==> src/rtl/tmc_pkg.sv <==
`default_nettype none

package tmc_pkg;

  // Configuration port geometry.
  localparam int unsigned ADDR_W = 4;
  localparam int unsigned DATA_W = 32;

  // Register indexes on the configuration port.
  localparam logic [1:0] REG_PREHEAT  = 2'd0;
  localparam logic [1:0] REG_FIX_LOST = 2'd1;
  localparam logic [1:0] REG_START_TN = 2'd2;

  // Register reset values.
  localparam logic [23:0] PREHEAT_RESET  = 24'd60000;
  localparam logic [23:0] FIX_LOST_RESET = 24'd30000;
  localparam logic [15:0] START_TN_RESET = 16'd0;

  // Battery scaling constants.
  localparam logic [9:0] BAT_ZERO = 10'd532;
  localparam logic [6:0] BAT_FULL = 7'd100;

  // Operating modes; the code also selects the LED color.
  typedef enum logic [1:0] {
    MODE_SLEEP = 2'd0,
    MODE_NOFIX = 2'd1,
    MODE_TRACK = 2'd2,
    MODE_LOST  = 2'd3
  } mode_t;

  // Decoded switch positions.
  typedef enum logic [1:0] {
    POS_SLEEP = 2'd0,
    POS_LIGHT = 2'd1,
    POS_TRACK = 2'd2,
    POS_NONE  = 2'd3
  } pos_t;

  // Raw switch pin codes {pin_two, pin_one}.
  localparam logic [1:0] PIN_HOLD  = 2'd0;
  localparam logic [1:0] PIN_TRACK = 2'd1;
  localparam logic [1:0] PIN_LIGHT = 2'd2;
  localparam logic [1:0] PIN_SLEEP = 2'd3;

  typedef struct packed {
    logic        pin_one;
    logic        pin_two;
    logic        gps_valid;
    logic [31:0] now_ms;
    logic [9:0]  battery_adc;
  } upd_t;

  typedef struct packed {
    logic [1:0]  mode_now;
    logic [1:0]  switch_position;
    logic        switch_changed;
    logic        lamp_on;
    logic [1:0]  led_colour;
    logic        wake_strobe;
    logic        sleep_strobe;
    logic        new_track_strobe;
    logic [15:0] track_number;
    logic [6:0]  battery_percent;
  } res_t;

  // Register contents handed to the mode core.
  typedef struct packed {
    logic [23:0] preheat_ms;
    logic [23:0] fix_lost_limit_ms;
    logic [15:0] start_track_number;
    logic        track_load;
  } cfg_t;

  // Mode core outputs for one transaction.
  typedef struct packed {
    logic [1:0]  mode_now;
    logic [1:0]  switch_position;
    logic        switch_changed;
    logic        lamp_on;
    logic        wake_strobe;
    logic        sleep_strobe;
    logic        new_track_strobe;
    logic [15:0] track_number;
  } mode_status_t;

endpackage

`default_nettype wire

==> src/rtl/tmc_cfg_regs.sv <==
`default_nettype none

module tmc_cfg_regs
  import tmc_pkg::*;
(
  input  wire logic              clk,
  input  wire logic              rst,
  input  wire logic              psel,
  input  wire logic              penable,
  input  wire logic              pwrite,
  input  wire logic [ADDR_W-1:0] paddr,
  input  wire logic [DATA_W-1:0] pwdata,
  output logic      [DATA_W-1:0] prdata,
  output logic                   pready,
  output cfg_t                   cfg
);

  logic [23:0] preheat_ms;
  logic [23:0] fix_lost_limit_ms;
  logic [15:0] start_track_number;
  logic        wr_en;
  logic [1:0]  reg_idx;

  assign pready  = 1'b1;
  assign wr_en   = psel && penable && pwrite;
  assign reg_idx = paddr[3:2];

  // Register writes in the access phase.
  always_ff @(posedge clk) begin
    if (rst) begin
      preheat_ms         <= PREHEAT_RESET;
      fix_lost_limit_ms  <= FIX_LOST_RESET;
      start_track_number <= START_TN_RESET;
    end else if (wr_en) begin
      unique case (reg_idx)
        REG_PREHEAT:  preheat_ms         <= pwdata[23:0];
        REG_FIX_LOST: fix_lost_limit_ms  <= pwdata[23:0];
        REG_START_TN: start_track_number <= pwdata[15:0];
        default: ;
      endcase
    end
  end

  // Read back.
  always_comb begin
    unique case (reg_idx)
      REG_PREHEAT:  prdata = {8'd0, preheat_ms};
      REG_FIX_LOST: prdata = {8'd0, fix_lost_limit_ms};
      REG_START_TN: prdata = {16'd0, start_track_number};
      default:      prdata = '0;
    endcase
  end

  // A write of the start number also loads the track counter.
  always_comb begin
    cfg.preheat_ms         = preheat_ms;
    cfg.fix_lost_limit_ms  = fix_lost_limit_ms;
    cfg.start_track_number = pwdata[15:0];
    cfg.track_load         = wr_en && (reg_idx == REG_START_TN);
  end

endmodule

`default_nettype wire

==> src/rtl/tmc_mode_core.sv <==
`default_nettype none

module tmc_mode_core
  import tmc_pkg::*;
(
  input  wire logic   clk,
  input  wire logic   rst,
  input  wire logic   advance,
  input  upd_t        upd,
  input  cfg_t        cfg,
  output mode_status_t status
);

  mode_t       mode, mode_next;
  pos_t        switch_pos, switch_pos_next;
  logic [31:0] time_stamp, time_stamp_next;
  logic [15:0] track_count, track_count_next;
  logic [31:0] elapsed;
  logic        changed;
  logic        go_sleep;
  logic        wake;
  logic        sleep;
  logic        new_track;

  // State registers; they move when a transaction leaves the input register.
  always_ff @(posedge clk) begin
    if (rst) begin
      mode        <= MODE_SLEEP;
      switch_pos  <= POS_SLEEP;
      time_stamp  <= '0;
      track_count <= START_TN_RESET;
    end else begin
      if (cfg.track_load) begin
        track_count <= cfg.start_track_number;
      end else if (advance) begin
        track_count <= track_count_next;
      end
      if (advance) begin
        mode       <= mode_next;
        switch_pos <= switch_pos_next;
        time_stamp <= time_stamp_next;
      end
    end
  end

  // Switch decode; the all-low code keeps the previous position.
  always_comb begin
    unique case ({upd.pin_two, upd.pin_one})
      PIN_SLEEP: switch_pos_next = POS_SLEEP;
      PIN_LIGHT: switch_pos_next = POS_LIGHT;
      PIN_TRACK: switch_pos_next = POS_TRACK;
      default:   switch_pos_next = switch_pos;
    endcase
  end

  assign changed  = (switch_pos_next != switch_pos);
  assign go_sleep = changed && (switch_pos_next == POS_SLEEP);
  assign elapsed  = upd.now_ms - time_stamp;

  // Mode transitions; a move of the switch to sleep wins in every awake mode.
  always_comb begin
    mode_next        = mode;
    time_stamp_next  = time_stamp;
    track_count_next = track_count;
    wake             = 1'b0;
    sleep            = 1'b0;
    new_track        = 1'b0;
    unique case (mode)
      MODE_SLEEP: begin
        if (changed && (switch_pos_next != POS_SLEEP)) begin
          mode_next       = MODE_NOFIX;
          time_stamp_next = upd.now_ms;
          wake            = 1'b1;
        end
      end
      MODE_NOFIX: begin
        if (go_sleep) begin
          mode_next = MODE_SLEEP;
          sleep     = 1'b1;
        end else if (upd.gps_valid && (elapsed >= {8'd0, cfg.preheat_ms})) begin
          mode_next        = MODE_TRACK;
          track_count_next = track_count + 16'd1;
          new_track        = 1'b1;
        end
      end
      MODE_TRACK: begin
        if (go_sleep) begin
          mode_next = MODE_SLEEP;
          sleep     = 1'b1;
        end else if (!upd.gps_valid) begin
          mode_next       = MODE_LOST;
          time_stamp_next = upd.now_ms;
        end
      end
      default: begin
        if (go_sleep) begin
          mode_next = MODE_SLEEP;
          sleep     = 1'b1;
        end else if (upd.gps_valid) begin
          mode_next = MODE_TRACK;
        end else if (elapsed > {8'd0, cfg.fix_lost_limit_ms}) begin
          mode_next = MODE_NOFIX;
        end
      end
    endcase
  end

  // Status of this transaction, taken after the step.
  always_comb begin
    status.mode_now         = mode_next;
    status.switch_position  = switch_pos_next;
    status.switch_changed   = changed;
    status.lamp_on          = (mode_next != MODE_SLEEP) && (switch_pos_next == POS_LIGHT);
    status.wake_strobe      = wake;
    status.sleep_strobe     = sleep;
    status.new_track_strobe = new_track;
    status.track_number     = track_count_next;
  end

endmodule

`default_nettype wire

==> src/rtl/tmc_battery.sv <==
`default_nettype none

module tmc_battery
  import tmc_pkg::*;
(
  input  wire logic [9:0] adc,
  output logic      [6:0] percent
);

  // Percent is (adc - 532) * 5 / 6; from an offset of 120 on it is full.
  // Below that, x / 6 for x under 600 is exact as (x * 683) >> 12.
  logic [9:0]  offset;
  logic [9:0]  scaled;
  logic [19:0] prod;

  assign offset = adc - BAT_ZERO;
  assign scaled = {3'd0, offset[6:0]} * 10'd5;
  assign prod   = {10'd0, scaled} * 20'd683;

  always_comb begin
    priority if (adc <= BAT_ZERO) begin
      percent = '0;
    end else if (offset >= 10'd120) begin
      percent = BAT_FULL;
    end else begin
      percent = prod[18:12];
    end
  end

endmodule

`default_nettype wire

==> src/rtl/tracker_mode_controller_unit.sv <==
`default_nettype none

// Mode controller of a position tracker. Each update transaction (switch pins,
// GPS-fix flag, millisecond time, battery sample) yields exactly one result
// transaction with the mode after the update, the decoded switch, lamp and LED
// color, wake/sleep/new-track strobes, the track number and the battery percent.
// One update is accepted every clock cycle unless upd_stall is high; a result
// is presented once its update has passed the input register and then the
// result register, and a stall can hold it between the two. A stall on the
// result side holds the result register and then the input register.
// Registers sit on an APB-style port at byte addresses 0, 4 and 8: preheat
// time, fix-lost limit and start track number; writing the start number also
// loads the track counter. Write registers only while no update is in flight.
module tracker_mode_controller_unit
  import tmc_pkg::*;
(
  input  wire logic              clk,
  input  wire logic              rst,
  input  wire logic              upd_valid,
  output logic                   upd_stall,
  input  upd_t                   upd,
  output logic                   res_valid,
  input  wire logic              res_stall,
  output res_t                   res,
  input  wire logic              psel,
  input  wire logic              penable,
  input  wire logic              pwrite,
  input  wire logic [ADDR_W-1:0] paddr,
  input  wire logic [DATA_W-1:0] pwdata,
  output logic      [DATA_W-1:0] prdata,
  output logic                   pready
);

  cfg_t         cfg;
  mode_status_t status;
  upd_t         upd_q;
  logic         upd_q_valid;
  logic         res_open;
  logic         advance;
  logic [6:0]   percent;

  tmc_cfg_regs u_cfg_regs (
    .clk     (clk),
    .rst     (rst),
    .psel    (psel),
    .penable (penable),
    .pwrite  (pwrite),
    .paddr   (paddr),
    .pwdata  (pwdata),
    .prdata  (prdata),
    .pready  (pready),
    .cfg     (cfg)
  );

  tmc_mode_core u_mode_core (
    .clk     (clk),
    .rst     (rst),
    .advance (advance),
    .upd     (upd_q),
    .cfg     (cfg),
    .status  (status)
  );

  tmc_battery u_battery (
    .adc     (upd_q.battery_adc),
    .percent (percent)
  );

  // Flow control between the input and result registers.
  assign res_open  = !res_valid || !res_stall;
  assign advance   = upd_q_valid && res_open;
  assign upd_stall = upd_q_valid && !res_open;

  // Input register.
  always_ff @(posedge clk) begin
    if (rst) begin
      upd_q_valid <= 1'b0;
    end else if (!upd_stall) begin
      upd_q_valid <= upd_valid;
    end
  end

  always_ff @(posedge clk) begin
    if (upd_valid && !upd_stall) begin
      upd_q <= upd;
    end
  end

  // Result register.
  always_ff @(posedge clk) begin
    if (rst) begin
      res_valid <= 1'b0;
    end else if (res_open) begin
      res_valid <= upd_q_valid;
    end
  end

  always_ff @(posedge clk) begin
    if (advance) begin
      res.mode_now         <= status.mode_now;
      res.switch_position  <= status.switch_position;
      res.switch_changed   <= status.switch_changed;
      res.lamp_on          <= status.lamp_on;
      res.led_colour       <= status.mode_now;
      res.wake_strobe      <= status.wake_strobe;
      res.sleep_strobe     <= status.sleep_strobe;
      res.new_track_strobe <= status.new_track_strobe;
      res.track_number     <= status.track_number;
      res.battery_percent  <= percent;
    end
  end

  // A new track is only counted on entry into tracking.
  a_new_track_tracking: assert property (@(posedge clk) disable iff (rst)
    res_valid && res.new_track_strobe |-> res.mode_now == MODE_TRACK)
    else $error("new track strobe outside tracking");

  // Entering sleep always leaves the block sleeping and never wakes at once.
  a_sleep_strobe: assert property (@(posedge clk) disable iff (rst)
    res_valid && res.sleep_strobe |-> res.mode_now == MODE_SLEEP && !res.wake_strobe)
    else $error("sleep strobe with wrong mode");

  // The lamp never burns while sleeping.
  a_lamp_awake: assert property (@(posedge clk) disable iff (rst)
    res_valid && res.lamp_on |-> res.mode_now != MODE_SLEEP)
    else $error("lamp on while sleeping");

  // Battery percent saturates at full.
  a_battery_range: assert property (@(posedge clk) disable iff (rst)
    res_valid |-> res.battery_percent <= BAT_FULL)
    else $error("battery percent above full");

endmodule

`default_nettype wire

==> config.mk <==
export PLATFORM = sky130hd
export DESIGN_NAME = tracker_mode_controller_unit
export DESIGN_NICKNAME = d
export VERILOG_FILES = /design/src/rtl/tmc_pkg.sv /design/src/rtl/tmc_cfg_regs.sv /design/src/rtl/tmc_mode_core.sv /design/src/rtl/tmc_battery.sv /design/src/rtl/tracker_mode_controller_unit.sv
export SDC_FILE = /design/constraint.sdc
export NUM_CORES = 1
export LEC_CHECK = 0
export CAP_MARGIN = 0
export CORE_UTILIZATION = 59
export CTS_CLUSTER_DIAMETER = 150
export DETAILED_ROUTE_END_ITERATION = 10
export DONT_BUFFER_PORTS = 1
export PLACE_DENSITY_LB_ADDON = 0.1
export SLEW_MARGIN = 10
export SYNTH_ARGS = -nofsm -noshare
export SYNTH_HDL_FRONTEND = slang
export SYNTH_SLANG_ARGS = --single-unit
==> constraint.sdc <==
create_clock -name clk -period 6.4 [get_ports clk]
set_input_delay 0.96 -clock clk [delete_from_list [all_inputs] [get_ports clk]]
set_output_delay 0.96 -clock clk [all_outputs]
set_load 0.01 [all_outputs]
[Word level (Yosys, flattened, before mapping)]
Cells that the tools add are included.
Word-level totals
  register bits after elaboration: 195
  word-level logic and storage cells: 98
  output and inout bits: 69
  input bits: 88
Cells by class
  bitwise operators: 1
  add/subtract/negate cells: 3
  reduce and logical (&&, ||, !) cells: 28
  $mul: 2
  muxes and demuxes: 24
  order comparisons: 4
  equal/unequal tests: 12
Operators by type and width (count)
  $mux 32: 3
  $mux 16: 5
  $pmux 24 s3: 1
  $pmux 32 s2: 1
  $ge 32x24->1: 1
  $gt 32x24->1: 1
  $sub 32x32->32: 1
  $mul 10x10->19 const B: 1
  $add 16x1->16 const B: 1
  $mux 2: 8
  $pmux 2 s3: 2
  $ge 10x7->1 const B: 1
  $le 10x10->1 const B: 1
  $logic_and 1x1->1: 10
  $mul 7x3->10 const B: 1
  $sub 10x10->10 const B: 1
  $eq 2x1->1 const B: 4
  $eq 2x2->1 const B: 4
  $reduce_bool 2->1: 4
  $mux 7: 1
  $logic_not 2->1: 3
  $reduce_and 2->1: 3
  $reduce_and 5->1: 1
  $logic_not 1->1: 4
  other kinds (7): 11

[Longest topological paths before layout]
Gate-level depths: netlist of run 1.
  depth in word-level cells: 8
  mapped depth: 29
  gate-level depth less buffers: 29

[Cells and area by module]
A second synthesis of run 1 with hierarchy kept.
Unflattened totals
  cells, all modules: 1476
  area total of the unflattened synthesis: 13877.1 µm²
Modules (own cells, without submodules)
  tmc_mode_core: cells each 775, instances 1, seq. area each 1041.0 µm², area each 5933.2 µm²
  tmc_cfg_regs: cells each 351, instances 1, seq. area each 1281.2 µm², area each 3278.1 µm²
  tracker_mode_controller_unit: cells each 89, instances 1, seq. area each 2352.3 µm², area each 2413.6 µm²
  tmc_battery: cells each 261, instances 1, seq. area each 0.0 µm², area each 2252.2 µm²

[Least setup slack after synthesis of run 1]
Ideal clock, no wire load.
  path type: register to register
  from: reg upd_q[2] (netlist bit)
  to: reg res[6] (netlist bit) (data pin)
  required time: 6140 ps
  period minus slack after synthesis: 6263 ps
  library setup time: 260 ps
  setup slack: 137 ps
  cell stages (with the launch flop): 29
  path buffers: 0
  arrival time: 6004 ps
  path through: edfxtp_1 inv_1 ha_1 nor2b_1 nor2_1 xor2_1 ha_1 ha_1 inv_1 nor2_1 nor2_1 xnor2_1 ha_1 ha_1 fa_1 fa_1 inv_1 fa_1 inv_1 ha_1 nand3_1 o21ai_0 a21oi_1 o31ai_1 o21a_1 o21a_1 nor2_1 xnor2_1 a21oi_1
On the way
  longest elaborated chain between the ends: 4
  elaborated cells between the ends (all ways): 6
  those cells by class: 1 x add/sub; 2 x mul; 2 x order compare; 1 x mux
Ends and longest elaborated chain
  start: declaration: line tracker_mode_controller_unit.sv:36  | upd_t upd_q;
  start signal: assignment: line tracker_mode_controller_unit.sv:85  | upd_q <= upd;
  $sub 10x10->10: line tmc_battery.sv:16  | assign offset = adc - BAT_ZERO;
  $mul 7x3->10: line tmc_battery.sv:17  | assign scaled = {3'd0, offset[6:0]} * 10'd5;
  $mul 10x10->19: line tmc_battery.sv:18  | assign prod = {10'd0, scaled} * 20'd683;
  $mux 7: line tmc_battery.sv:23  | end else if (offset >= 10'd120) begin
  end: declaration: line tracker_mode_controller_unit.sv:24  | output res_t res,
Several ways; a longest one is shown, not always the timed one.
A chain may end at the register's enable or synchronous reset.

[Worst setup path in the final report of run 1]
  from: reg upd_q[3] (netlist bit)
  to: reg res[6] (netlist bit) (data pin)
The elaborated chain is that of the path after synthesis.

==> impl_results.md, run 1 <==
* Minimum clock period at 6.20 ns
* Most frequent cells in the layout: nand2_1 (179), ha_1 (146), inv_1 (133)
* Unique cell type count in the Yosys netlist at 69
* Via count at 9,533
* Synth top area share at 18.5%
* Vias per cell at 5.69
* Netlist Area Pre-Place at 12,700 µm²
* Die ar. at 22,200 µm²
* VDD IR max at 0.523 mV
* Global-route wire length before repair at 45,300 µm
* ANT cells at 0
* DRT Wirelength at 28,000 µm
* Post-synth top area cell: dfxtp_1
* Antenna violations before repair at 0
* Number of synthesized register bits at 195
* Share of cells above drive strength 1 at 7.86%
* Critical-path maximum fanout at 3
* Tot GR Track Use at 25.8%
* Tcrit/Tclk final at 96.8%
* Bufs on Longest Clock Path at 2
* P_leak at 5.52 nW
* Htree depth at 4
* HP Class: reg2reg
* Die Span X at 149 µm
* Hold Slack at 0.454 ns
* Initial DRC count at 388
* Slowest CP cell: fa_1
* Initial Util at 60.5%
* Gr ovfl total at 0
* Mapped Avg Cell Area at 9.15 µm²
* Synth Instances at 1,394
* Clk sink count at 195
* Cells after DPL at 1,638
* CP Capture Type: flip-flop
* Final ANT Viol Nets at 0
* Layout net count at 1,648
* Placer Congestion at 0.891
* Post-synth EDFFs at 77
* Yosys warns at 0
* Clock latency on the worst-skew pair at 0.44 ns
* TritonCTS clock tree: built
* Synth async-reset ratio at 0%
* DIE HEIGHT at 149 µm
* # IOs at 157
* Maximum clock rate at 0.161 GHz
* Status: complete, no violations
* Synth top area cells: dfxtp_1 (19%), edfxtp_1 (18%), ha_1 (15%)
* Dominant synthesized flop cell: dfxtp_1
* Clock Skew at 0.0126 ns
* Final non-filler cell total at 1,674
* Crit start category: flip-flop
* # DRC at 0
* IO buf count at 0
* Max Cap Viol at 0
* Num CTS Buffers at 17
* Drt wl/cell at 16.7 µm
* WS Path Type: reg2reg
* Max_slew headroom at 39.1%
* Final hold viol count at 0
* Slowest Stage Delay on Critical Path at 0.55 ns
* Required @ worst endpoint at 6.57 ns
* Largest net degree at the start of global routing at 101
* Initial DRT Pass Iterations at 5
* Measured slew at the worst slew-check pin at 0.911 ns
* Pwr Total at 5.32 mW
* CP arrival at 6.37 ns
* Clock Pin Slew Worst Setup and Hold Paths at 0.07 ns
* # rows at 53
* Final setup fails at 0
* Pwr/cell area at 388 nW/µm²
* Setup TNS at 0 ns
* Floorplan Core Area at 21,100 µm²
* Slew Viols, Final at 0
* Root buf cell: clkbuf_16
* Leading cell type in the layout, fill and taps excluded: nand2_1
* Syn-to-layout area delta at 7.51%
* Share of the yosys chip area belonging to registers at 36.7%
* Hpwl dp at 20,700 µm
* Vias in the first global route at 9,138
-- kinds of logic (layout without fill, tap and decap cells) --
logic type	Yosys count	count (layout)	share of synthesized area, %
buffers and inverters	198	196	6.38
xor gates and xnor gates	54	54	3.71
AOI/OAI and AO/OA	305	305	15.8
muxes	60	60	4.73
adders and majority gates	174	174	18.4
and+or+nand+nor	406	406	14.2
DFF	195	195	36.7
other	2	9	0.0589
-- Yosys cell counts (4+ instances only) --
library cell  count
o21a_1           18
buf_4            12
a21oi_1         105
nor4_1            4
dfxtp_1         118
xnor2_1          28
a21o_1           25
a311oi_1          9
edfxtp_1         77
nand4_1          16
or4_1             6
nand3_1          20
a211oi_1          6
clkbuf_1         38
nor2b_1          12
a31oi_1           5
o31a_1            6
nand2_1         180
fa_1             23
ha_1            151
mux2i_1          58
o21bai_1          5
o21ai_0          55
o21ai_2           4
nor3_1           25
xor2_1           26
o31ai_1          12
and2_1            7
or3_1             9
o21ai_1           4
o211ai_1         21
nor2_1          104
buf_2             8
inv_1           135
and3_1            9
-- state kept, by name (all words and copies together) (netlist names) --
signal,count
u_cfg_regs.preheat_ms,24
u_mode_core.track_count,16
upd_q_valid,1
res_valid,1
upd_q,45
u_cfg_regs.fix_lost_limit_ms,24
u_mode_core.mode,2
u_mode_core.switch_pos,2
res,32
u_cfg_regs.start_track_number,16
u_mode_core.time_stamp,32
-- metal layers --
metal / up-vias / global-route usage [%] / share of wire, %
met5: - / 0 / 0
met4: 0 / 8.06 / 2.2
met3: 39 / 4.37 / 4.5
met2: 209 / 42.3 / 47
met1: 4448 / 34.7 / 47
li1: 4837 / - / -
-- through the flow --
stage / area, µm² / setup WS (ns) / utilization [%]
finish: 13700 / 0.204 / 65.0
CTS: 13600 / 0.0400 / 64.4
global placement: 13000 / 0.133 / 61.8
global route: 13700 / -0.0620 / 65.0
detailed placement: 13000 / 0.0610 / 61.8
floorplan: 12800 / 0.137 / -
-- repair_timing --
action                                  CTS  global route
buffers inserted                          0             4
endpoints found under the setup margin    0             6
hold buffers                              0             0
hold endpoints to repair                  0             0
gates resized for setup                   0            23
-- cell type report --
cell class / count / area (µm²)
Sequential cell: 195 / 4670
Tap cell: 275 / 344
Clock buffer: 18 / 429
Timing Repair Buffer: 29 / 218
Fill cell: 1762 / 7380
Clock inverter: 14 / 124
Inverter: 135 / 507
Multi-Input combinational cell: 1008 / 7410
-- path summary, 6_finish.rpt --
check                               startpoint                           endpoint  slack [ns]  depth (start not counted)
max                                   upd_q[3]                             res[6]        0.20                         28
max reg2reg                           upd_q[3]                             res[6]        0.20                         28
min          u_cfg_regs.start_track_number[10]  u_cfg_regs.start_track_number[10]        0.45                          2
min reg2reg  u_cfg_regs.start_track_number[10]  u_cfg_regs.start_track_number[10]        0.45                          2
-- where the power goes --
group	internal [mW]	total [mW]	switching [mW]
Combinational	1.35	2.90	1.55
Sequential	1.36	1.40	0.0405
Clock	0.511	1.02	0.514
Total	3.22	5.32	2.10
-- worst max-delay path: cells and delay by family (launching register included) --
| family | cells | cell delay (ns) |
|---|---|---|
| DFF | 1 | 0.41 |
| AOI/OAI and AO/OA | 8 | 1.02 |
| xor gates and xnor gates | 2 | 0.23 |
| adders and majority gates | 10 | 3.56 |
| buffers and inverters | 5 | 0.38 |
| and+or+nand+nor | 3 | 0.35 |
Power figures use the tool's default switching activity.
==> inputs of run 2 (changes only) <==
==> constraint.sdc (replaced) <==
create_clock -name clk -period 6.4 [get_ports clk]
set_input_delay 0.64 -clock clk [delete_from_list [all_inputs] [get_ports clk]]
set_output_delay 0.64 -clock clk [all_outputs]
set_load 0.01 [all_outputs]
==> run 2 against run 1 <==
  * Clock power rose by 5%
  * Final area up 0.32%
  * Final cell count about the same
  * Register-to-register slack improved by 0.05 ns
  * Via count increased by 0.64%
  * Wire length shrank 1.0%
  * Critical endpoint is now res[5]
  * Largest cell class unchanged
==> impl_results.md, run 2 (synthesis results as in run 1) <==
* Final hold viol count at 0
* Root buf cell: clkbuf_16
* Clock Skew at 0.0103 ns
* Most used routing layer: met2
* Clock latency on the worst-skew pair at 0.44 ns
* Initial DRT Pass Iterations at 5
* # DRC at 0
* CP arrival at 6.44 ns
* Clock Pin Slew Worst Setup and Hold Paths at 0.07 ns
* Hold path cells at 1
* Maximum clock rate at 0.163 GHz
* DIE HEIGHT at 149 µm
* Final ANT Viol Nets at 0
* Final non-filler cell total at 1,675
* Met2 usage at 41.8%
* Crit start category: flip-flop
* Gr ovfl total at 0
* Tot GR Track Use at 25.4%
* Required @ worst endpoint at 6.69 ns
* Clk sink count at 195
* Hold Path End: u_cfg_regs.start_track_number[1]
* WS Path Type: reg2reg
* Num CTS Buffers at 17
* Max Cap Viol at 0
* Clk network pwr share at 20.0%
* Fill count at 1,720
* # IOs at 157
* DRT Wirelength at 27,700 µm
* CP Capture Type: flip-flop
* Max reg flops at 45
* Leading cell type in the layout, fill and taps excluded: nand2_1
* Initial Util at 60.5%
* Layout net count at 1,649
* P_leak at 5.54 nW
* Die Span X at 149 µm
* IO buf count at 0
* TritonCTS clock tree: built
* Biggest regs: upd_q (45), res (32), u_mode_core.time_stamp (32)
* Net Sw Frac at 39.0%
* Final setup fails at 0
* Comb power frac at 54.0%
* Internal power at 3.28 mW
* Critical-path maximum fanout at 3
* Setup TNS at 0 ns
* Flop2flop setup slack at 0.25 ns
* Placer Congestion at 0.873
* Minimum clock period at 6.15 ns
* Die ar. at 22,200 µm²
* Bufs on Longest Clock Path at 2
* HP Class: in2reg
* Hold Crit Start: rst
* Slew Viols, Final at 0
* Reg-to-reg startpoint: upd_q[3]
* Initial DRC count at 400
* Status: complete, no violations
* Met1 usage at 34.0%
* Most frequent cells in the layout: nand2_1 (179), ha_1 (146), inv_1 (132)
* Pwr/cell area at 391 nW/µm²
* Via count at 9,594
* Reg2reg path depth at 26
* Syn-to-layout area delta at 7.85%
* Max_slew headroom at 37.7%
* Tcrit/Tclk final at 96.1%
* Antenna violations before repair at 1
* Global-route wire length before repair at 44,500 µm
* Drt wl/cell at 16.5 µm
* Measured slew at the worst slew-check pin at 0.932 ns
* Vias per cell at 5.73
* # rows at 53
* ANT cells at 0
* Layout Utilization at 65.2%
* Hold_buf cts at 0
* VDD IR max at 0.461 mV
* Flop pwr share at 26.0%
* Cells after DPL at 1,636
* Place WS at 0.0536 ns
* Hpwl dp at 20,600 µm
* Share of cells above drive strength 1 at 8.07%
* Largest net degree at the start of global routing at 101
* Net switching power at 2.10 mW
* Terminus of the critical flop-to-flop path: res[5]
* Floorplan Core Area at 21,100 µm²
* Vias in the first global route at 8,941
* Htree depth at 4
* Reg with most FFs: upd_q
* Setup WS post-layout at 0.251 ns
* Met3 Use GR at 4.65%
-- run 2: repair_timing --
| item | in CTS | in global routing |
|---|---|---|
| gates resized for setup | 0 | 24 |
| setup endpoints to repair | 0 | 7 |
| setup buffers | 0 | 7 |
-- run 2: final cells by class --
type	instances	area [µm²]	share of cell area [%]
clock buffers	17	425	3.09
clock inverters	15	170	1.24
inverters	135	507	3.69
multi-input cells	1008	7400	53.8
flip-flops and latches	195	4670	34.0
well taps	275	344	2.50
repair buffers	30	225	1.64
-- run 2: worst max-delay path by stage --
stage               startpoint  endpoint  slack [ns]  cells after the start
finish                upd_q[3]    res[5]        0.25                     26
global placement      upd_q[2]    res[6]        0.13                     28
detailed placement    upd_q[2]    res[6]        0.05                     28
global route          upd_q[3]    res[6]       -0.04                     28
CTS                   upd_q[2]    res[6]        0.01                     28
floorplan             upd_q[2]    res[6]        0.14                     28
-- run 2: power by group through the flow --
stage,combinational [mW],sequential (mW),clock (mW)
after detailed placement,2.66,1.42,0
after floorplan,1.99,1.42,0
final,2.90,1.40,1.07
after global routing,3.33,1.40,1.14
after CTS,2.69,1.40,1.09
after global placement,2.56,1.42,0
-- run 2: per-layer routing --
layer | routed length (µm) | part of all wire [%] | up-vias
met2 | 13000 | 47 | 256
met3 | 1440 | 5.2 | 36
li1 | - | - | 4839
met5 | 12 | 0.043 | -
met1 | 12700 | 46 | 4461
met4 | 517 | 1.9 | 2
-- run 2: stage by stage --
step | power (mW) | instance area (µm²) | hold WS, ns
2_1_floorplan | 3.41 | 12800 | 0.436
3_5_place_dp | 4.09 | 13000 | 0.445
4_1_cts | 5.18 | 13600 | 0.256
3_3_place_gp | 3.99 | 13000 | 0.438
6_report | 5.38 | 13800 | 0.269
5_1_grt | 5.87 | 13800 | 0.251
-- run 2: worst max-delay path, stage by stage (launching register included) --
cell and delay [ns]:
edfxtp_1 0.44, inv_2 0.10, ha_2 0.20, xnor2_1 0.15, ha_1 0.31, ha_1 0.31, a21o_1 0.19, a21oi_2 0.17
xnor2_1 0.16, ha_1 0.29, ha_1 0.31, ha_1 0.32, fa_1 0.50, inv_1 0.06, fa_1 0.54, inv_1 0.05
ha_1 0.30, a21o_1 0.19, a21oi_2 0.12, o21ai_1 0.07, buf_4 0.14, a21oi_2 0.14, o31ai_2 0.08, o21a_1 0.22
o21a_1 0.21, or2_2 0.29, a21oi_1 0.15
